--- config.mk ---
export PLATFORM = sky130hd
export DESIGN_NAME = edd_core
export DESIGN_NICKNAME = d
export VERILOG_FILES = /design/src/hw/rtl/edd_pkg.sv /design/src/hw/rtl/edd_core.sv
export SDC_FILE = /design/constraint.sdc
export NUM_CORES = 1
export LEC_CHECK = 0
export BUFFER_PORTS_ARGS = -buffer_cell sky130_fd_sc_hd__buf_2
export CAP_MARGIN = 20
export CORE_ASPECT_RATIO = 0.5
export CORE_MARGIN = 2
export CORE_UTILIZATION = 50
export CTS_CLUSTER_SIZE = 40
export DETAILED_ROUTE_END_ITERATION = 12
export PLACE_DENSITY = 0.7
export SETUP_SLACK_MARGIN = 0.05
export SYNTH_ARGS = -nofsm -noshare
export SYNTH_HDL_FRONTEND = slang
export SYNTH_SLANG_ARGS = --single-unit
--- constraint.sdc ---
create_clock -name aclk -period 16.4 [get_ports aclk]
set_clock_uncertainty 0.15 [all_clocks]
set_input_delay 2.46 -clock aclk [delete_from_list [all_inputs] [get_ports aclk]]
set_output_delay 2.46 -clock aclk [all_outputs]
set_load 0.1 [all_outputs]
--- src/hw/rtl/edd_pkg.sv ---
// shared types, constants and arithmetic helpers of the error diffusion dither
// no dependencies, used by every module of the block but edd_ram
`default_nettype none

package edd_pkg;

    localparam int MAX_WIDTH = 1024;
    localparam int COL_W     = $clog2(MAX_WIDTH);
    localparam int ADDR_W    = COL_W + 1;
    localparam int LW_W      = 11;
    localparam int CMP_W     = ((LW_W > COL_W + 1) ? LW_W : COL_W + 1) + 1;
    localparam int ERR_W     = 14;
    localparam int ACC_W     = 16;

    localparam logic [CMP_W-1:0]        MAX_WIDTH_C = CMP_W'(MAX_WIDTH);
    localparam logic [LW_W-1:0]         WIDTH_RESET = LW_W'(384);
    localparam logic signed [ACC_W-1:0] FULL_WHITE  = ACC_W'(4080);
    localparam logic signed [ACC_W-1:0] MID_LEVEL   = ACC_W'(2032);
    localparam logic signed [ACC_W-1:0] ERR_MAX     = ACC_W'(8191);
    localparam logic signed [ACC_W-1:0] ERR_MIN     = -ACC_W'(8192);
    localparam logic [7:0]              PLAIN_LEVEL = 8'd127;

    typedef enum logic [1:0] {
        MODE_FLOYD     = 2'd0,
        MODE_ATKINSON  = 2'd1,
        MODE_BAYER     = 2'd2,
        MODE_THRESHOLD = 2'd3
    } mode_t;

    typedef enum logic {
        REG_MODE       = 1'b0,
        REG_LINE_WIDTH = 1'b1
    } reg_index_t;

    // one store entry: frame tag and error in 1/16 gray steps
    typedef struct packed {
        logic                    tag;
        logic signed [ERR_W-1:0] val;
    } store_word_t;

    typedef struct packed {
        logic              en;
        logic [ADDR_W-1:0] addr;
        store_word_t       data;
    } store_wr_t;

    // per item position info, settled when the item is taken
    typedef struct packed {
        logic [7:0]       gray;
        logic             frame_start;
        logic [COL_W-1:0] col;
        logic             row_par;
        logic             first_row;
        logic             tag;
        logic [1:0]       phase;
        logic             last;
        logic             near_end;
    } item_t;

    typedef struct packed {
        logic s1_valid;
        logic commit;
    } core_status_t;

    function automatic logic signed [ERR_W-1:0] sat14(input logic signed [ACC_W-1:0] v);
        logic signed [ERR_W-1:0] r;
        if (v > ERR_MAX) begin
            r = ERR_MAX[ERR_W-1:0];
        end else if (v < ERR_MIN) begin
            r = ERR_MIN[ERR_W-1:0];
        end else begin
            r = v[ERR_W-1:0];
        end
        return r;
    endfunction

    // divide by 16, rounding toward zero
    function automatic logic signed [ACC_W-1:0] div16tz(input logic signed [ACC_W-1:0] v);
        logic signed [ACC_W-1:0] r;
        if (v < 0) begin
            r = (v + ACC_W'(15)) >>> 4;
        end else begin
            r = v >>> 4;
        end
        return r;
    endfunction

    // divide by 8, rounding toward zero
    function automatic logic signed [ACC_W-1:0] div8tz(input logic signed [ACC_W-1:0] v);
        logic signed [ACC_W-1:0] r;
        if (v < 0) begin
            r = (v + ACC_W'(7)) >>> 3;
        end else begin
            r = v >>> 3;
        end
        return r;
    endfunction

    function automatic logic [7:0] bayer_level(input logic [1:0] row, input logic [1:0] col);
        logic [7:0] r;
        unique case ({row, col})
            4'h0: r = 8'd0;
            4'h1: r = 8'd128;
            4'h2: r = 8'd32;
            4'h3: r = 8'd160;
            4'h4: r = 8'd192;
            4'h5: r = 8'd64;
            4'h6: r = 8'd224;
            4'h7: r = 8'd96;
            4'h8: r = 8'd48;
            4'h9: r = 8'd176;
            4'hA: r = 8'd16;
            4'hB: r = 8'd144;
            4'hC: r = 8'd240;
            4'hD: r = 8'd112;
            4'hE: r = 8'd208;
            default: r = 8'd80;
        endcase
        return r;
    endfunction

endpackage

`default_nettype wire

--- src/hw/rtl/edd_core.sv ---
// quantizer and error spreading stage with output register
// depends on edd_pkg
`default_nettype none

module edd_core (
    input  wire logic                  aclk,
    input  wire logic                  aresetn,
    input  wire logic                  s_valid,
    output logic                       s_ready,
    input  edd_pkg::item_t             item,
    input  edd_pkg::mode_t             mode,
    input  edd_pkg::store_word_t       e_rdata,
    input  edd_pkg::store_word_t       d_rdata,
    output edd_pkg::store_wr_t         e_wr,
    output edd_pkg::store_wr_t         d_wr,
    output logic                       m_valid,
    input  wire logic                  m_ready,
    output logic                       m_dot,
    output logic                       m_last,
    output edd_pkg::core_status_t      status
);

    localparam int ACC_W = edd_pkg::ACC_W;
    localparam int ERR_W = edd_pkg::ERR_W;

    logic                        s1_valid_reg;
    edd_pkg::item_t              s1_item_reg;
    logic                        m_valid_reg;
    logic                        m_dot_reg;
    logic                        m_last_reg;
    logic signed [ERR_W-1:0]     re0_reg, re0_next;
    logic signed [ERR_W-1:0]     re1_reg, re1_next;
    logic signed [ACC_W-1:0]     dr_reg;
    logic signed [ACC_W-1:0]     partial_reg;
    logic                        def_valid_reg;
    logic [edd_pkg::ADDR_W-1:0]  def_addr_reg;
    edd_pkg::store_word_t        def_data_reg;

    logic                        out_free;
    logic                        commit;
    logic signed [ERR_W-1:0]     re0_eff, re1_eff, e_val, base;
    logic signed [ACC_W-1:0]     v, vc, err;
    logic signed [ACC_W-1:0]     err3, err5, err7, e8;
    logic signed [ACC_W-1:0]     t_r1, t_r2, t_dl, t_d, t_dr, t_dd;
    logic signed [ACC_W-1:0]     r1k, r2k, dr_eff, partial;
    logic                        white, dot;
    logic                        col_zero;

    assign out_free = !m_valid_reg || m_ready;
    assign commit   = s1_valid_reg && out_free;
    assign s_ready  = !s1_valid_reg || out_free;

    always_comb begin
        re0_eff  = s1_item_reg.frame_start ? '0 : re0_reg;
        re1_eff  = s1_item_reg.frame_start ? '0 : re1_reg;
        e_val    = (!s1_item_reg.first_row && (e_rdata.tag == s1_item_reg.tag))
                   ? e_rdata.val : '0;
        base     = (!s1_item_reg.first_row && (d_rdata.tag == s1_item_reg.tag))
                   ? d_rdata.val : '0;
        col_zero = (s1_item_reg.col == '0);

        v = signed'({{(ACC_W-12){1'b0}}, s1_item_reg.gray, 4'b0000})
            + ACC_W'(re0_eff) + ACC_W'(e_val);
        if (v < 0) begin
            vc = '0;
        end else if (v > edd_pkg::FULL_WHITE) begin
            vc = edd_pkg::FULL_WHITE;
        end else begin
            vc = v;
        end
        white = (vc > edd_pkg::MID_LEVEL);
        err   = white ? (vc - edd_pkg::FULL_WHITE) : vc;

        err3 = (err <<< 1) + err;
        err5 = (err <<< 2) + err;
        err7 = (err <<< 3) - err;
        e8   = edd_pkg::div8tz(err);

        t_r1 = '0;
        t_r2 = '0;
        t_dl = '0;
        t_d  = '0;
        t_dr = '0;
        t_dd = '0;
        unique case (mode)
            edd_pkg::MODE_FLOYD: begin
                t_r1 = edd_pkg::div16tz(err7);
                t_dl = edd_pkg::div16tz(err3);
                t_d  = edd_pkg::div16tz(err5);
                t_dr = edd_pkg::div16tz(err);
                dot  = !white;
            end
            edd_pkg::MODE_ATKINSON: begin
                t_r1 = e8;
                t_r2 = e8;
                t_dl = e8;
                t_d  = e8;
                t_dr = e8;
                t_dd = e8;
                dot  = !white;
            end
            edd_pkg::MODE_BAYER: begin
                dot = !(s1_item_reg.gray >
                        edd_pkg::bayer_level(s1_item_reg.phase, s1_item_reg.col[1:0]));
            end
            default: begin
                dot = !(s1_item_reg.gray > edd_pkg::PLAIN_LEVEL);
            end
        endcase

        // terms past the right edge are dropped
        r1k     = s1_item_reg.last ? '0 : t_r1;
        r2k     = s1_item_reg.near_end ? '0 : t_r2;
        dr_eff  = col_zero ? '0 : dr_reg;
        partial = ACC_W'(base) + dr_eff + t_d;

        if (s1_item_reg.last) begin
            re0_next = '0;
            re1_next = '0;
        end else begin
            re0_next = edd_pkg::sat14(ACC_W'(re1_eff) + r1k);
            re1_next = edd_pkg::sat14(r2k);
        end
    end

    // next-row entry x-1 is complete once this item's down-left term is in
    always_comb begin
        e_wr.en        = commit;
        e_wr.data.tag  = s1_item_reg.tag;
        if (!col_zero) begin
            e_wr.addr     = {~s1_item_reg.row_par, s1_item_reg.col - edd_pkg::COL_W'(1)};
            e_wr.data.val = edd_pkg::sat14(partial_reg + t_dl);
        end else if (s1_item_reg.last) begin
            e_wr.addr     = {~s1_item_reg.row_par, s1_item_reg.col};
            e_wr.data.val = edd_pkg::sat14(partial);
        end else begin
            e_wr.en   = commit && def_valid_reg;
            e_wr.addr = def_addr_reg;
            e_wr.data = def_data_reg;
        end

        d_wr.en       = commit;
        d_wr.addr     = {s1_item_reg.row_par, s1_item_reg.col};
        d_wr.data.tag = s1_item_reg.tag;
        d_wr.data.val = edd_pkg::sat14(t_dd);
    end

    always_ff @(posedge aclk) begin
        if (!aresetn) begin
            s1_valid_reg  <= 1'b0;
            m_valid_reg   <= 1'b0;
            def_valid_reg <= 1'b0;
            re0_reg       <= '0;
            re1_reg       <= '0;
        end else begin
            if (s_valid && s_ready) begin
                s1_valid_reg <= 1'b1;
            end else if (commit) begin
                s1_valid_reg <= 1'b0;
            end
            if (commit) begin
                m_valid_reg <= 1'b1;
                re0_reg     <= re0_next;
                re1_reg     <= re1_next;
                if (s1_item_reg.last && !col_zero) begin
                    def_valid_reg <= 1'b1;
                end else if (col_zero) begin
                    def_valid_reg <= 1'b0;
                end
            end else if (m_ready) begin
                m_valid_reg <= 1'b0;
            end
        end
    end

    always_ff @(posedge aclk) begin
        if (s_valid && s_ready) begin
            s1_item_reg <= item;
        end
        if (commit) begin
            m_dot_reg         <= dot;
            m_last_reg        <= s1_item_reg.last;
            dr_reg            <= t_dr;
            partial_reg       <= partial;
            def_addr_reg      <= {~s1_item_reg.row_par, s1_item_reg.col};
            def_data_reg.tag  <= s1_item_reg.tag;
            def_data_reg.val  <= edd_pkg::sat14(partial);
        end
    end

    assign m_valid         = m_valid_reg;
    assign m_dot           = m_dot_reg;
    assign m_last          = m_last_reg;
    assign status.s1_valid = s1_valid_reg;
    assign status.commit   = commit;

endmodule

`default_nettype wire

==> out/qor.yml <==
clock_tree:
  cts_buffers: 17
  clk_path_buf_depth: 2
  clkTransAtPathRegs_ns: 0.06
  clock-sinks: 117
  cts_tree: "done"
  worstSkewPairLatency_ns: 0.43
  hold_buffers: 0
  root_buffer: "clkbuf_16"
  htreeDepth: 4
synthesis:
  synth_area_leaders: "edfxtp_1, ha_1, xnor2_1, dfxtp_1, fa_1"
  syn_inst: 1497
  synth_area_um2: 12800
  ys_types: 107
  synthArstFlopShare_pct: 0
  postSynthAreaPerCell_um2: 8.55
  synth_top_area_share_pct: 19.5
  yosys_warnings: 0
  syn_nets: 1700
  synth_edf_count: 83
  synth_ff_type: "edfxtp_1"
  synth_top_area_cell: "edfxtp_1"
  yosysSeqAreaShare_pct: 24.8
  ys_ff_latch: 117
global_routing:
  grtUsageTotal_pct: 29.6
  use_met3_pct: 4.68
  antenna_found_initial: 0
  busiest_layer: "met2"
  globalRouteMet1Util_pct: 41.7
  grt_max_degree: 61
  grt_pass1_wl_um: 61900
  first_global_vias: 11400
  overflow: 0
  use_met2_pct: 47.9
worst_setup_path:
  cp.required_ns: 13.79
  crit_type: "primary input to primary output"
  arrival_ns: 13.25
  end_kind: "primary output"
  critPathMaxFanout: 14
  path_delay_family: "compound AO/OA/AOI/OAI gates"
  crit_slowest_cell: "fa_1"
  cp_slowest_stage_delay_ns: 0.52
  timing.critical_path.buf_inv: 6
  crit_path_start_kind: "primary input"
pwr:
  cellPowerDensity_nw_per_um2: 194
  vdd_drop_max_mv: 0.194
  p_leak_uw: 0.00662
cells_and_area:
  multiInputGateArea_um2: 9070
  syn_to_final_growth_pct: 18.6
  largest_reg_flops: 16
  nets: 1860
  final_cell_mix: "nand2_1, ha_1, buf_2"
  antennaDiodeCount: 0
  post-route-util_pct: 60.3
  num-fill-cells: 2173
  fin_area_um2: 15200
  seqCellArea_um2: 3170
  drive_gt1_share_pct: 20.5
timing:
  slew_violations: 0
  finalCriticalPeriod_ns: 15.86
  setup_ws_ns: 0.544
  max-slew-margin-rel_pct: 37.0
  period_share_pct: 96.7
  fmax_mhz: 63.1
  final-setup-viol-count: 0
  max_slew.worst_pin.slew_ns: 0.933
  hold_viol_final: 0
die:
  start_util_pct: 50.8
  die_y_um: 117
  row_count: 41
  dieArea_um2: 27000
  ios: 122
  die_w_um: 230
  core_um2: 25200
run_status:
  status: "finished, final reports clean"
routing:
  vias_per_cell: 6.00
  firstDrtPassIters: 6
  wl_per_cell_um: 20.3
  route.antenna.remaining_nets: 0
  via_count: 12100
  drc: 0
  routed_wl_um: 40800
  initialDrtViolationCount: 1113
hold_path:
  hp-class: "flip-flop to flip-flop"
job:
  maxCapViolCount: 0
placement:
  place_area_um2: 14300
  dpl.hpwl_um: 32200
  pre_cts_slack_ns: -0.00679
  io_buffer_count: 121
  place_congestion: 0.973
cells by family after synthesis:
kind of cell               after synthesis  share of synthesized area (%)
adders and majority gates              143                           15.6
muxes                                    9                          0.743
and+or+nand+nor                        483                           19.7
DFF                                    117                           24.8
xor gates and xnor gates               134                           9.82
buffers and inverters                  175                           5.86
AOI/OAI and AO/OA                      436                           23.5
where the power goes:
| group | total (uW) | internal [uW] | switching (uW) |
|---|---|---|---|
| Combinational | 2140 | 771 | 1370 |
| Clock | 428 | 274 | 154 |
| Sequential | 387 | 373 | 14.1 |
layout make-up:
type / instances / area share (%)
Multi-Input combinational cell: 1206 / 59.8
Sequential cell: 117 / 20.9
Timing Repair Buffer: 205 / 9.28
Tap cell: 344 / 2.84
Clock buffer: 17 / 2.80
Inverter: 110 / 2.80
Clock inverter: 15 / 1.61
cells in the mapped netlist, drive strengths merged (10+ instances only):
| cell | instances |
|---|---|
| a211o | 14 |
| a211oi | 13 |
| a21o | 37 |
| a21oi | 109 |
| a221oi | 12 |
| a22o | 10 |
| a22oi | 18 |
| and2 | 30 |
| and3 | 19 |
| buf | 28 |
| clkbuf | 37 |
| dfxtp | 34 |
| edfxtp | 83 |
| fa | 28 |
| ha | 113 |
| inv | 109 |
| nand2 | 115 |
| nand2b | 22 |
| nand3 | 42 |
| nor2 | 95 |
| nor2b | 71 |
| nor3 | 36 |
| o211ai | 25 |
| o21ai | 102 |
| o21bai | 12 |
| o22ai | 10 |
| xnor2 | 98 |
| xor2 | 36 |
final timing paths:
kind / from / endpoint / slack [ns] / depth (start not counted)
worst min-delay path: s1_item_reg[2] / flip-flop / 0.37 / 1
worst max register to register: s1_item_reg[17] / re0_reg[7] / 4.54 / 48
worst max-delay path: e_rdata[14] / e_wr[12] / 0.54 / 51
worst min register to register: s1_item_reg[2] / flip-flop / 0.37 / 1
routing by layer:
metal  wire length, um  up-vias
li1                  -     5718
met1             18900     5837
met2             18400      466
met3              2700       57
met4               779        0
met5                 0        -
through the flow:
| step | power, uW | hold slack (ns) | cells | TNS, ns |
|---|---|---|---|---|
| 2_1_floorplan | 1840 | 0.286 | 1497 | 0 |
| 3_3_place_gp | 2370 | 0.306 | 1971 | 0 |
| 3_5_place_dp | 2410 | 0.328 | 1972 | -0.00954 |
| 4_1_cts | 2850 | 0.347 | 2004 | 0 |
| 5_1_grt | 3090 | 0.389 | 2014 | -0.0686 |
| 6_report | 2950 | 0.365 | 2014 | 0 |
worst register-to-register path: cells and delay by family, from the launching register on:
| family | cells | cell delay [ns] |
|---|---|---|
| buffers and inverters | 3 | 0.35 |
| flip-flops | 1 | 0.96 |
| AND/OR/NAND/NOR | 13 | 2.93 |
| AO/OA/AOI/OAI | 25 | 5.27 |
| XOR/XNOR | 1 | 0.24 |
| adder cells (fa/ha/maj) | 6 | 1.91 |
repair_timing:
item,CTS,global route
endpoints found under the setup margin,4,14
cloned,0,1
buffers inserted,0,9
pin swaps,0,8
resized for setup,1,51
Note: power is estimated with default switching activity, not from simulation.
