## src/hw/rtl/edd_pkg.sv

```systemverilog
// shared types, constants and arithmetic helpers of the error diffusion dither
// no dependencies, used by every module of the block but edd_ram
`default_nettype none

package edd_pkg;

    localparam int MAX_WIDTH = 1024;
    localparam int COL_W     = $clog2(MAX_WIDTH);
    localparam int ADDR_W    = COL_W + 1;
    localparam int LW_W      = 11;
    localparam int CMP_W     = ((LW_W > COL_W + 1) ? LW_W : COL_W + 1) + 1;
    localparam int ERR_W     = 14;
    localparam int ACC_W     = 16;

    localparam logic [CMP_W-1:0]        MAX_WIDTH_C = CMP_W'(MAX_WIDTH);
    localparam logic [LW_W-1:0]         WIDTH_RESET = LW_W'(384);
    localparam logic signed [ACC_W-1:0] FULL_WHITE  = ACC_W'(4080);
    localparam logic signed [ACC_W-1:0] MID_LEVEL   = ACC_W'(2032);
    localparam logic signed [ACC_W-1:0] ERR_MAX     = ACC_W'(8191);
    localparam logic signed [ACC_W-1:0] ERR_MIN     = -ACC_W'(8192);
    localparam logic [7:0]              PLAIN_LEVEL = 8'd127;

    typedef enum logic [1:0] {
        MODE_FLOYD     = 2'd0,
        MODE_ATKINSON  = 2'd1,
        MODE_BAYER     = 2'd2,
        MODE_THRESHOLD = 2'd3
    } mode_t;

    typedef enum logic {
        REG_MODE       = 1'b0,
        REG_LINE_WIDTH = 1'b1
    } reg_index_t;

    // one store entry: frame tag and error in 1/16 gray steps
    typedef struct packed {
        logic                    tag;
        logic signed [ERR_W-1:0] val;
    } store_word_t;

    typedef struct packed {
        logic              en;
        logic [ADDR_W-1:0] addr;
        store_word_t       data;
    } store_wr_t;

    // per item position info, settled when the item is taken
    typedef struct packed {
        logic [7:0]       gray;
        logic             frame_start;
        logic [COL_W-1:0] col;
        logic             row_par;
        logic             first_row;
        logic             tag;
        logic [1:0]       phase;
        logic             last;
        logic             near_end;
    } item_t;

    typedef struct packed {
        logic s1_valid;
        logic commit;
    } core_status_t;

    function automatic logic signed [ERR_W-1:0] sat14(input logic signed [ACC_W-1:0] v);
        logic signed [ERR_W-1:0] r;
        if (v > ERR_MAX) begin
            r = ERR_MAX[ERR_W-1:0];
        end else if (v < ERR_MIN) begin
            r = ERR_MIN[ERR_W-1:0];
        end else begin
            r = v[ERR_W-1:0];
        end
        return r;
    endfunction

    // divide by 16, rounding toward zero
    function automatic logic signed [ACC_W-1:0] div16tz(input logic signed [ACC_W-1:0] v);
        logic signed [ACC_W-1:0] r;
        if (v < 0) begin
            r = (v + ACC_W'(15)) >>> 4;
        end else begin
            r = v >>> 4;
        end
        return r;
    endfunction

    // divide by 8, rounding toward zero
    function automatic logic signed [ACC_W-1:0] div8tz(input logic signed [ACC_W-1:0] v);
        logic signed [ACC_W-1:0] r;
        if (v < 0) begin
            r = (v + ACC_W'(7)) >>> 3;
        end else begin
            r = v >>> 3;
        end
        return r;
    endfunction

    function automatic logic [7:0] bayer_level(input logic [1:0] row, input logic [1:0] col);
        logic [7:0] r;
        unique case ({row, col})
            4'h0: r = 8'd0;
            4'h1: r = 8'd128;
            4'h2: r = 8'd32;
            4'h3: r = 8'd160;
            4'h4: r = 8'd192;
            4'h5: r = 8'd64;
            4'h6: r = 8'd224;
            4'h7: r = 8'd96;
            4'h8: r = 8'd48;
            4'h9: r = 8'd176;
            4'hA: r = 8'd16;
            4'hB: r = 8'd144;
            4'hC: r = 8'd240;
            4'hD: r = 8'd112;
            4'hE: r = 8'd208;
            default: r = 8'd80;
        endcase
        return r;
    endfunction

endpackage

`default_nettype wire

```

## src/hw/rtl/edd_front.sv

```systemverilog
// position tracking: column, row parity, row phase, frame tag, store read addresses
// depends on edd_pkg
`default_nettype none

module edd_front (
    input  wire logic                        aclk,
    input  wire logic                        aresetn,
    input  wire logic                        accept,
    input  wire logic [7:0]                  gray,
    input  wire logic                        frame_start,
    input  wire logic [edd_pkg::LW_W-1:0]    line_width,
    output edd_pkg::item_t                   item,
    output logic      [edd_pkg::ADDR_W-1:0]  e_raddr,
    output logic      [edd_pkg::ADDR_W-1:0]  d_raddr
);

    logic [edd_pkg::COL_W-1:0] col_reg, col_next;
    logic                      row_par_reg, row_par_next;
    logic                      first_reg, first_next;
    logic                      tag_reg, tag_next;
    logic [1:0]                phase_reg, phase_next;
    logic [edd_pkg::CMP_W-1:0] w_eff;
    logic [edd_pkg::CMP_W-1:0] lw;
    logic [edd_pkg::CMP_W-1:0] x1;

    always_comb begin
        lw = edd_pkg::CMP_W'(line_width);
        if (lw == '0) begin
            w_eff = edd_pkg::CMP_W'(1);
        end else if (lw > edd_pkg::MAX_WIDTH_C) begin
            w_eff = edd_pkg::MAX_WIDTH_C;
        end else begin
            w_eff = lw;
        end

        item.gray        = gray;
        item.frame_start = frame_start;
        item.col         = frame_start ? '0 : col_reg;
        item.row_par     = frame_start ? 1'b0 : row_par_reg;
        item.first_row   = frame_start ? 1'b1 : first_reg;
        item.tag         = frame_start ? ~tag_reg : tag_reg;
        item.phase       = frame_start ? 2'd0 : phase_reg;

        x1            = edd_pkg::CMP_W'(item.col) + edd_pkg::CMP_W'(1);
        item.last     = (x1 >= w_eff);
        item.near_end = ((x1 + edd_pkg::CMP_W'(1)) >= w_eff);

        tag_next = item.tag;
        if (item.last) begin
            col_next     = '0;
            row_par_next = ~item.row_par;
            phase_next   = item.phase + 2'd1;
            first_next   = 1'b0;
        end else begin
            col_next     = item.col + edd_pkg::COL_W'(1);
            row_par_next = item.row_par;
            phase_next   = item.phase;
            first_next   = item.first_row;
        end
    end

    always_ff @(posedge aclk) begin
        if (!aresetn) begin
            col_reg     <= '0;
            row_par_reg <= 1'b0;
            first_reg   <= 1'b1;
            tag_reg     <= 1'b0;
            phase_reg   <= 2'd0;
        end else if (accept) begin
            col_reg     <= col_next;
            row_par_reg <= row_par_next;
            first_reg   <= first_next;
            tag_reg     <= tag_next;
            phase_reg   <= phase_next;
        end
    end

    // current row errors sit in row_par, previous row's two-down terms in the other half
    assign e_raddr = {item.row_par, item.col};
    assign d_raddr = {~item.row_par, item.col};

endmodule

`default_nettype wire

```

## config.mk

```make
export PLATFORM = sky130hd
export DESIGN_NAME = edd_front
export DESIGN_NICKNAME = d
export VERILOG_FILES = /design/src/hw/rtl/edd_pkg.sv /design/src/hw/rtl/edd_front.sv
export SDC_FILE = /design/constraint.sdc
export NUM_CORES = 1
export LEC_CHECK = 0
export ABC_CLOCK_PERIOD_IN_PS = 11600
export BUFFER_PORTS_ARGS = -buffer_cell sky130_fd_sc_hd__clkbuf_2
export CORE_ASPECT_RATIO = 1.4
export CORE_MARGIN = 10
export CORE_UTILIZATION = 40
export CTS_CLUSTER_SIZE = 20
export DETAILED_ROUTE_END_ITERATION = 8
export GPL_TIMING_DRIVEN = 0
export PLACE_DENSITY = 0.67
export SLEW_MARGIN = 20
export SYNTH_ARGS = -nofsm -noshare
export SYNTH_HDL_FRONTEND = slang
export SYNTH_SLANG_ARGS = --single-unit
```

## constraint.sdc

```tcl
create_clock -name aclk -period 11.6 [get_ports aclk]
set_clock_uncertainty 0.1 [all_clocks]
set_input_delay 2.32 -clock aclk [delete_from_list [all_inputs] [get_ports aclk]]
set_output_delay 2.32 -clock aclk [all_outputs]
set_load 0.005 [all_outputs]
```

==> results.json, run 1 <==
{
  "synth.top_cells.by_count": "31 x buf_4, 25 x nand2_1, 22 x ha_1, 22 x nor2_1, 19 x nor2b_1",
  "clk_path_buf_depth": 2,
  "maxCapViolCount": 0,
  "grt_pass1_vias": 1841,
  "max_slew.worst_pin.slew_ns": 0.565,
  "min_to": "first_reg",
  "die-width_um": 79.0,
  "root_buffer": "clkbuf_8",
  "grt_overflow": 0,
  "setup_tns_ns": 0,
  "critPathArrivalTime_ns": 5.27,
  "io_buffer_count": 62,
  "synth_ff_type": "dfxtp_1",
  "switchingPower_mw": 0.0381,
  "yosysMostFrequentCell": "buf_4",
  "synth_area_leaders": "dfxtp_1 15%, ha_1 14%, buf_4 12%, nor2b_1 6.1%, xor2_1 5.8%",
  "reg2reg_slack_ns": 7.96,
  "syn-instance-count": 255,
  "p_sw_frac": 0.292,
  "drtIter0Drc": 46,
  "power_frac_seq": 0.406,
  "coreArea_sq_um": 4800,
  "ys_ff_latch": 15,
  "htreeDepth": 1,
  "final_max_slew_viol_count": 0,
  "leakage_nw": 1.17,
  "grt_usage": 0.127,
  "clockPowerShare": 0.330,
  "rsz0062_at_grt": "false",
  "outcome": "finished, final reports clean",
  "critPathCaptureType": "primary output",
  "cts_made_buffers": 3,
  "post-cts-setup-buffers": 0,
  "grt_max_degree": 11,
  "ys_seq_area_frac": 0.154,
  "fmax_mhz": 130,
  "rr_endpoint": "row_par_reg",
  "internal_power_mw": 0.0923,
  "placed_area_sq_um": 2340,
  "power_density_nw_per_um2": 54.6,
  "cpMostUsedCell": "clkbuf_2",
  "ir_worst_vdd_uv": 50.1,
  "syn-cell-area_sq_um": 1950,
  "finalSetupViolCount": 0,
  "die_area_sq_um": 8110,
  "yosys.area.top_type": "dfxtp_1",
  "async_flop_share": 0,
  "via_per_inst": 4.94,
  "yosysUniqueCellTypes": 53,
  "synth.avg_cell_area_sq_um": 7.65,
  "synth_edf_count": 0,
  "hold_start": "first_reg",
  "fin_crit_ns": 7.69,
  "hold_violations": 0,
  "cts_resized": 0,
  "wirelength_um": 5140,
  "start_util": 0.406,
  "io_pins": 71,
  "antenna_found_initial": 0,
  "clock_latency_ns": 0.25,
  "fin_nets": 367,
  "drive_gt1_frac": 0.327,
  "final.period_utilization": 0.663,
  "num_vias": 1901,
  "grt_pass1_wl_um": 8580,
  "p_comb_frac": 0.264,
  "clk_pin_slew_ns": 0.06,
  "fin_area_sq_um": 2390,
  "ys.warnings.count": 0,
  "cts_tree": "yes",
  "critical_path_class": "in -> out",
  "worst_hold_path_type": "reg -> reg",
  "hold_depth": 2,
  "path_cells": "clkbuf_2 > clkbuf_1 > buf_1 > nor2_1 > ha_1 > and3_4 > nand3_4 > or4_1 > buf_2 > and2_4 > buf_6 > inv_1 > clkbuf_2",
  "wire_per_inst_um": 13.4,
  "slowest_delay_ns": 0.54,
  "largest_reg_flops": 10,
  "drc_errors": 0,
  "cts_hold_buf": 0,
  "die_y_um": 103,
  "synth_fp_nets": 300,
  "hpwl_um": 4360,
  "num_antenna_cells": 0,
  "relSlewSlack": 0.613,
  "synth_top_area_frac": 0.154,
  "crit_slowest_cell": "or4_1",
  "num_rows": 30,
  "syn_to_final_growth_pct": 22.3,
  "clock_sinks": 15,
  "r2r-start": "col_reg[1]",
  "reg2regPathDepth": 13,
  "setup.worst_path.start_class": "input pin",
  "drtAntennaViolNets": 0,
  "required_ns": 9.18,
  "place_congestion": 0.792,
  "p_total_mw": 0.130,
  "crit_fanout": 10,
  "drt-pass1-iter-count": 4
}
-- cell type report --
| type | count | area (sq um) |
|---|---|---|
| Clock buffer | 4 | 45.0 |
| Buffer | 47 | 302 |
| Fill cell | 518 | 2420 |
| Timing Repair Buffer | 62 | 310 |
| Tap cell | 64 | 80.1 |
| Sequential cell | 15 | 300 |
| Inverter | 8 | 30.0 |
| Multi-Input combinational cell | 185 | 1320 |
-- through the flow --
| stage | hold WS, ns | setup slack [ns] | instances | util |
|---|---|---|---|---|
| floorplan | 0.374 | 4.61 | 255 | - |
| global placement | 0.415 | 3.91 | 381 | 0.487 |
| detailed placement | 0.422 | 3.93 | 381 | 0.487 |
| CTS | 0.440 | 3.89 | 385 | 0.497 |
| global route | 0.484 | 3.60 | 385 | 0.497 |
| finish | 0.437 | 3.91 | 385 | 0.497 |
-- placed cells by master (no fill, tap or decap), types with 5 or more instances in the layout --
cell type and n:
clkbuf_2 62, buf_4 31, nand2_1 25, nor2_1 22
ha_1 22, nor2b_1 19, dfxtp_1 15, clkbuf_1 14
xor2_1 13, nand3_1 8, inv_1 7, xnor2_1 6
a21oi_1 6, nand2b_1 5, nand4_1 5
-- critical path, delay by kind of cell --
| kind | cells | cell delay, ns |
|---|---|---|
| adders and majority gates | 1 | 0.32 |
| and+or+nand+nor | 5 | 1.14 |
| buffers and inverters | 7 | 1.47 |
-- power groups by stage --
stage / registers [mW] / logic, mW / clock network (mW)
floorplan: 0.0540 / 0.0224 / 0
global placement: 0.0541 / 0.0341 / 0
detailed placement: 0.0541 / 0.0347 / 0
CTS: 0.0530 / 0.0349 / 0.0435
global route: 0.0530 / 0.0389 / 0.0462
finish: 0.0530 / 0.0344 / 0.0430
-- kinds of logic (layout without fill, tap and decap cells) --
| kind of cell | after synthesis | after routing | synth area share |
|---|---|---|---|
| flops | 15 | 15 | 0.154 |
| xor+xnor | 19 | 19 | 0.0853 |
| compound gates | 39 | 39 | 0.160 |
| buf+inv | 55 | 121 | 0.170 |
| mux | 1 | 1 | 0.00577 |
| simple gates | 104 | 104 | 0.284 |
| fa+ha+maj | 22 | 22 | 0.141 |
-- worst max-delay path by stage --
stage                startpoint      end  slack, ns  cells past startpoint
global route        frame_start  item[1]       3.60                     12
floorplan           frame_start  item[1]       4.61                     12
CTS                 frame_start  item[1]       3.89                     13
finish              frame_start  item[1]       3.91                     13
global placement    frame_start  item[1]       3.91                     13
detailed placement  frame_start  item[1]       3.93                     13
-- layer usage --
metal  global-route usage  part of all wire  vias up
met2                0.223              0.50       54
met5                    0                 0        -
met1                0.146              0.42      856
met4               0.0470             0.017        0
met3               0.0271             0.060        7
li1                     -                 -      984
Note: power is estimated with default switching activity, not from simulation.
==> inputs of run 2 (changes only) <==
--- a/config.mk
+++ b/config.mk
@@ -5,7 +5,8 @@
 export SDC_FILE = /design/constraint.sdc
 export NUM_CORES = 1
 export LEC_CHECK = 0
-export ABC_CLOCK_PERIOD_IN_PS = 11600
+export ABC_AREA = 1
+export ABC_CLOCK_PERIOD_IN_PS = 7350
 export BUFFER_PORTS_ARGS = -buffer_cell sky130_fd_sc_hd__clkbuf_2
 export CORE_ASPECT_RATIO = 1.4
 export CORE_MARGIN = 10
@@ -13,7 +14,7 @@
 export CTS_CLUSTER_SIZE = 20
 export DETAILED_ROUTE_END_ITERATION = 8
 export GPL_TIMING_DRIVEN = 0
-export PLACE_DENSITY = 0.67
+export PLACE_DENSITY = 0.66
 export SLEW_MARGIN = 20
 export SYNTH_ARGS = -nofsm -noshare
 export SYNTH_HDL_FRONTEND = slang
==> constraint.sdc (replaced) <==
create_clock -name aclk -period 7.35 [get_ports aclk]
set_clock_uncertainty 0.1 [all_clocks]
set_input_delay 1.47 -clock aclk [delete_from_list [all_inputs] [get_ports aclk]]
set_output_delay 1.47 -clock aclk [all_outputs]
set_load 0.005 [all_outputs]
==> run 2 against run 1 <==
Critical path depth grew 2. Largest power group unchanged. Synthesized cell count grew 34%. Global-route usage shrank 0.097 points. Via count grew 14%. Non-clock buffer count shrank 12. Wire length grew 3.1%. Total power grew 69%. Critical path type unchanged. Die area grew 2.2%.
==> results.json, run 2 <==
{
  "ys.warnings.count": 0,
  "hold_violations": 0,
  "clock_sinks": 15,
  "finalSetupViolCount": 0,
  "yosysUniqueCellTypes": 28,
  "fin_nets": 453,
  "muxShareOfSynthArea": 0,
  "final.period_utilization": 0.708,
  "drtIter0Drc": 81,
  "synth_area_leaders": "nand2_1 19%, dfxtp_1 15%, ha_1 14%, buf_4 12%, inv_1 11%",
  "synthAdderAreaFrac": 0.137,
  "critPathCaptureType": "primary output",
  "ys_seq_area_frac": 0.150,
  "grt_max_degree": 11,
  "largest_reg_flops": 10,
  "cts_tree": "yes",
  "p_comb_frac": 0.307,
  "slowest_delay_ns": 0.33,
  "fillers": 555,
  "final_cell_mix": "99 x nand2_1, 62 x clkbuf_2, 58 x inv_1",
  "grt_pass1_vias": 2068,
  "die-width_um": 79.8,
  "num_vias": 2175,
  "relSlewSlack": 0.696,
  "critical_path_class": "in -> out",
  "grt_usage": 0.126,
  "grt_pass1_wl_um": 8960,
  "htreeDepth": 1,
  "clk_path_buf_depth": 2,
  "outcome": "finished, final reports clean",
  "clk_pin_slew_ns": 0.06,
  "cts_hold_buf": 0,
  "wirelength_um": 5300,
  "num_antenna_cells": 0,
  "crit_slowest_cell": "ha_1",
  "coreArea_sq_um": 4840,
  "internal_power_mw": 0.152,
  "grt_overflow": 0,
  "syn-instance-count": 341,
  "drive_gt1_frac": 0.278,
  "synth_compound_area_frac": 0.0736,
  "maxCapViolCount": 0,
  "synth_top_family_by_area": "simple AND/OR/NAND/NOR gates",
  "power_frac_seq": 0.394,
  "die_area_sq_um": 8290,
  "synth_top_area_frac": 0.185,
  "yosysMostFrequentCell": "nand2_1",
  "fmax_mhz": 192,
  "whs_ns": 0.363,
  "cts_made_buffers": 3,
  "synth_edf_count": 0,
  "syn_to_final_growth_pct": 21.7,
  "synth.avg_cell_area_sq_um": 5.88,
  "syn-cell-area_sq_um": 2010,
  "setup_tns_ns": 0,
  "p_sw_frac": 0.309,
  "max_slew.worst_pin.slew_ns": 0.456,
  "die_y_um": 104,
  "synth_ff_type": "dfxtp_1",
  "setup.worst_path.start_class": "input pin",
  "ys_ff_latch": 15,
  "drtAntennaViolNets": 0,
  "final_max_slew_viol_count": 0,
  "leakage_nw": 1.51,
  "cpMostUsedCell": "nand2_1",
  "critPathArrivalTime_ns": 3.63,
  "hpwl_um": 4650,
  "num_rows": 30,
  "required_ns": 5.78,
  "clock_latency_ns": 0.24,
  "path_cells": "clkbuf_2 > inv_2 > buf_6 > nand4_1 > nor2_1 > nand2_1 > nand2_1 > nand2_1 > ha_1 > nand2_1 > nor2_1 > and2_1 > nand2_1 > nand4_1 > clkbuf_2",
  "place_congestion": 0.868,
  "switchingPower_mw": 0.0680,
  "drt-pass1-iter-count": 4,
  "io_pins": 71,
  "multi_input_area_sq_um": 1220,
  "antenna_found_initial": 0,
  "yosys.area_share.simple": 0.389,
  "layout_commonest_cell": "nand2_1",
  "power_density_nw_per_um2": 90.3,
  "worst_hold_path_type": "reg -> reg",
  "fin_crit_ns": 5.20,
  "synthXorXnorAreaFrac": 0.00873,
  "drc_errors": 0,
  "rsz0062_at_grt": "false",
  "ir_worst_vdd_uv": 111,
  "synth.top_cells.by_count": "99 x nand2_1, 58 x inv_1, 35 x nor2_1",
  "post-cts-setup-buffers": 0,
  "async_flop_share": 0,
  "start_util": 0.414,
  "crit_fanout": 10,
  "wire_per_inst_um": 11.3,
  "clockPowerShare": 0.299,
  "synth_fp_nets": 386,
  "io_buffer_count": 62,
  "cts_resized": 0,
  "p_total_mw": 0.220,
  "yosys.area.top_type": "nand2_1",
  "root_buffer": "clkbuf_8",
  "via_per_inst": 4.62,
  "regArea_sq_um": 300
}
[run 2: routing by layer]
layer	global-route usage	up-vias	wire length (um)
met5	0	-	0
met2	0.238	60	2720
met3	0.0294	4	363
li1	-	1165	-
met4	0.0303	0	38
met1	0.132	946	2180
[run 2: critical path: cells and delay by family]
family                     cells  cell delay [ns]
buffers and inverters          4             0.55
and+or+nand+nor               10             1.26
adders and majority gates      1             0.33
[run 2: kinds of logic after synthesis]
logic type / after synthesis
buf+inv: 95
fa+ha+maj: 22
compound gates: 28
flops: 15
simple gates: 179
xor+xnor: 2
[run 2: layout make-up]
| cell class | instances | share of cell area |
|---|---|---|
| sequential | 15 | 0.123 |
| buffer | 35 | 0.106 |
| clock buffer | 4 | 0.0185 |
| timing repair buffer | 62 | 0.127 |
| multi-input combinational | 231 | 0.500 |
| inverter | 60 | 0.0923 |
| tap | 64 | 0.0328 |
[run 2: worst paths after layout]
path	startpoint	slack, ns	endpoint	cells after the start
max	frame_start	2.15	item[1]	15
min	phase_reg[0]	0.36	phase_reg[0]	2
max reg2reg	col_reg[0]	4.48	col_reg[6]	14
min reg2reg	phase_reg[0]	0.36	phase_reg[0]	2
[run 2: per-stage QoR]
step / cell area [sq um] / utilization / std cells / setup slack [ns]
finish: 2440 / 0.504 / 471 / 2.15
global placement: 2400 / 0.495 / 467 / 2.14
global route: 2440 / 0.504 / 471 / 1.90
detailed placement: 2400 / 0.495 / 467 / 2.14
floorplan: 2010 / - / 341 / 2.70
CTS: 2440 / 0.504 / 471 / 2.14
[run 2: power groups by stage]
| stage | combinational, mW | clock [mW] | sequential, mW |
|---|---|---|---|
| after floorplan | 0.0456 | 0 | 0.0881 |
| after CTS | 0.0688 | 0.0683 | 0.0868 |
| final | 0.0677 | 0.0660 | 0.0868 |
| after global placement | 0.0671 | 0 | 0.0885 |
| after detailed placement | 0.0685 | 0 | 0.0886 |
| after global routing | 0.0783 | 0.0708 | 0.0872 |
==> inputs of run 3 (changes only) <==
--- a/config.mk
+++ b/config.mk
@@ -5,8 +5,8 @@
 export SDC_FILE = /design/constraint.sdc
 export NUM_CORES = 1
 export LEC_CHECK = 0
-export ABC_AREA = 1
-export ABC_CLOCK_PERIOD_IN_PS = 7350
+export ABC_AREA = 0
+export ABC_CLOCK_PERIOD_IN_PS = 4430
 export BUFFER_PORTS_ARGS = -buffer_cell sky130_fd_sc_hd__clkbuf_2
 export CORE_ASPECT_RATIO = 1.4
 export CORE_MARGIN = 10
@@ -14,7 +14,7 @@
 export CTS_CLUSTER_SIZE = 20
 export DETAILED_ROUTE_END_ITERATION = 8
 export GPL_TIMING_DRIVEN = 0
-export PLACE_DENSITY = 0.66
+export PLACE_DENSITY = 0.69
 export SLEW_MARGIN = 20
 export SYNTH_ARGS = -nofsm -noshare
 export SYNTH_HDL_FRONTEND = slang
==> constraint.sdc (replaced) <==
create_clock -name aclk -period 4.43 [get_ports aclk]
set_clock_uncertainty 0.1 [all_clocks]
set_input_delay 0.886 -clock aclk [delete_from_list [all_inputs] [get_ports aclk]]
set_output_delay 0.886 -clock aclk [all_outputs]
set_load 0.005 [all_outputs]
==> run 3 against run 2 <==
Via count decreased by 9.1%. Total power grew 55%. Die area decreased by 2.1%. Cell area increased by 4.2%. First-iteration DRC count down 20%. Register-to-register slack got worse by 3.4 ns. Critical endpoint unchanged. Largest cell class unchanged.
==> results.json, run 3 (synthesis gave the netlist of run 1 again) <==
{
  "outcome": "finished, final reports clean",
  "placed_area_sq_um": 2340,
  "path_cells": "buf_4 > nand4b_1 > nor3_2 > xnor2_1 > nor2_1 > ha_1 > and3_4 > nand3_4 > or4_4 > and2_4 > inv_1 > clkbuf_2",
  "start_util": 0.406,
  "grt_pass1_vias": 1966,
  "hpwl_um": 4310,
  "power_density_nw_per_um2": 135,
  "io_pins": 71,
  "critical_path_class": "in -> out",
  "timing.critical_path.buf_inv": 3,
  "crit_slowest_cell": "or4_4",
  "cts_made_buffers": 3,
  "drc_errors": 0,
  "fmax_mhz": 233,
  "worst_slack_ns": 0.141,
  "io_buffer_count": 62,
  "drtIter0Drc": 65,
  "cts_tree": "yes",
  "clock_sinks": 15,
  "die_y_um": 103,
  "critPathCaptureType": "primary output",
  "grt_overflow": 0,
  "setup.worst_path.start_class": "input pin",
  "maxCapViolCount": 0,
  "crit_fanout": 8,
  "place_congestion": 0.804,
  "max_slew.worst_pin.slew_ns": 0.601,
  "slowest_delay_ns": 0.57,
  "num_rows": 30,
  "cts_hold_buf": 0,
  "final.period_utilization": 0.968,
  "wirelength_um": 5510,
  "fin_nets": 382,
  "regArea_sq_um": 300,
  "setup_tns_ns": 0,
  "finalSetupViolCount": 0,
  "die-width_um": 79.0,
  "via_per_inst": 4.94,
  "drive_gt1_frac": 0.387,
  "pre_cts_slack_ns": -0.372,
  "final_cell_mix": "62 x clkbuf_2, 51 x buf_4, 24 x nand2_1",
  "final_max_slew_viol_count": 0,
  "syn_to_final_growth_pct": 30.3,
  "worst_hold_path_type": "reg -> reg",
  "largest_reg_flops": 10,
  "fillers": 493,
  "leakage_nw": 1.26,
  "grt_pass1_wl_um": 8910,
  "layout_commonest_cell": "clkbuf_2",
  "hold_violations": 0,
  "num_vias": 1976,
  "grt_usage": 0.131,
  "coreArea_sq_um": 4800,
  "htreeDepth": 1,
  "drt-pass1-iter-count": 4,
  "die_area_sq_um": 8110,
  "root_buffer": "clkbuf_8",
  "multi_input_area_sq_um": 1350,
  "clk_path_buf_depth": 2,
  "ir_worst_vdd_uv": 134,
  "fin_area_sq_um": 2540,
  "critPathTopFamily": "simple AND/OR/NAND/NOR gates",
  "required_ns": 3.44,
  "num_antenna_cells": 0,
  "clock_latency_ns": 0.24,
  "wire_per_inst_um": 13.8,
  "antenna_found_initial": 0,
  "critPathArrivalTime_ns": 3.30,
  "clk_pin_slew_ns": 0.06,
  "relSlewSlack": 0.589,
  "fin_crit_ns": 4.29,
  "drtAntennaViolNets": 0,
  "grt_max_degree": 11
}
==> run 3: stage by stage <==
stage          hold WS [ns]  instances  utilization  power, mW
6_report              0.442        400        0.529      0.343
5_1_grt               0.479        400        0.529      0.361
4_1_cts               0.442        393        0.515      0.340
3_5_place_dp          0.424        381        0.487      0.232
3_3_place_gp          0.414        381        0.487      0.231
2_1_floorplan         0.374        255            -      0.200
==> run 3: cell type report <==
| class | instances | area share |
|---|---|---|
| buffer | 43 | 0.110 |
| sequential | 15 | 0.118 |
| multi-input combinational | 185 | 0.531 |
| clock buffer | 4 | 0.0177 |
| timing repair buffer | 81 | 0.179 |
| inverter | 8 | 0.0118 |
| tap | 64 | 0.0315 |
==> run 3: worst paths after layout <==
path	from	endpoint	slack, ns	cells after the start
worst max register to register	col_reg[3]	row_par_reg	1.08	12
worst min-delay path	first_reg	first_reg	0.44	2
worst max-delay path	frame_start	item[1]	0.14	12
worst min register to register	first_reg	first_reg	0.44	2
==> run 3: tightest hold or removal path, delay by kind of cell, from the launching register on <==
family	cells	cell delay (ns)
flops	1	0.32
compound gates	2	0.18
==> run 3: timing repair <==
item / 4_1_cts / 5_1_grt
resized for setup: 7 / 7
endpoints found under the setup margin: 1 / 1
pin swaps: 4 / 9
setup buffers: 10 / 9
==> run 3: power breakdown <==
| group | internal (mW) | switching [mW] | total (mW) | leakage [nW] |
|---|---|---|---|---|
| registers | 0.137 | 0.00222 | 0.140 | 0.121 |
| clock network | 0.0636 | 0.0457 | 0.109 | 0.0228 |
| logic | 0.0434 | 0.0501 | 0.0936 | 1.12 |
==> run 3: metal layers <==
layer | track usage | up-vias | routed length, um
met5 | 0 | - | 0
met4 | 0.0277 | 0 | 46
met3 | 0.0349 | 5 | 399
met2 | 0.254 | 55 | 2870
met1 | 0.136 | 897 | 2190
li1 | - | 1019 | -
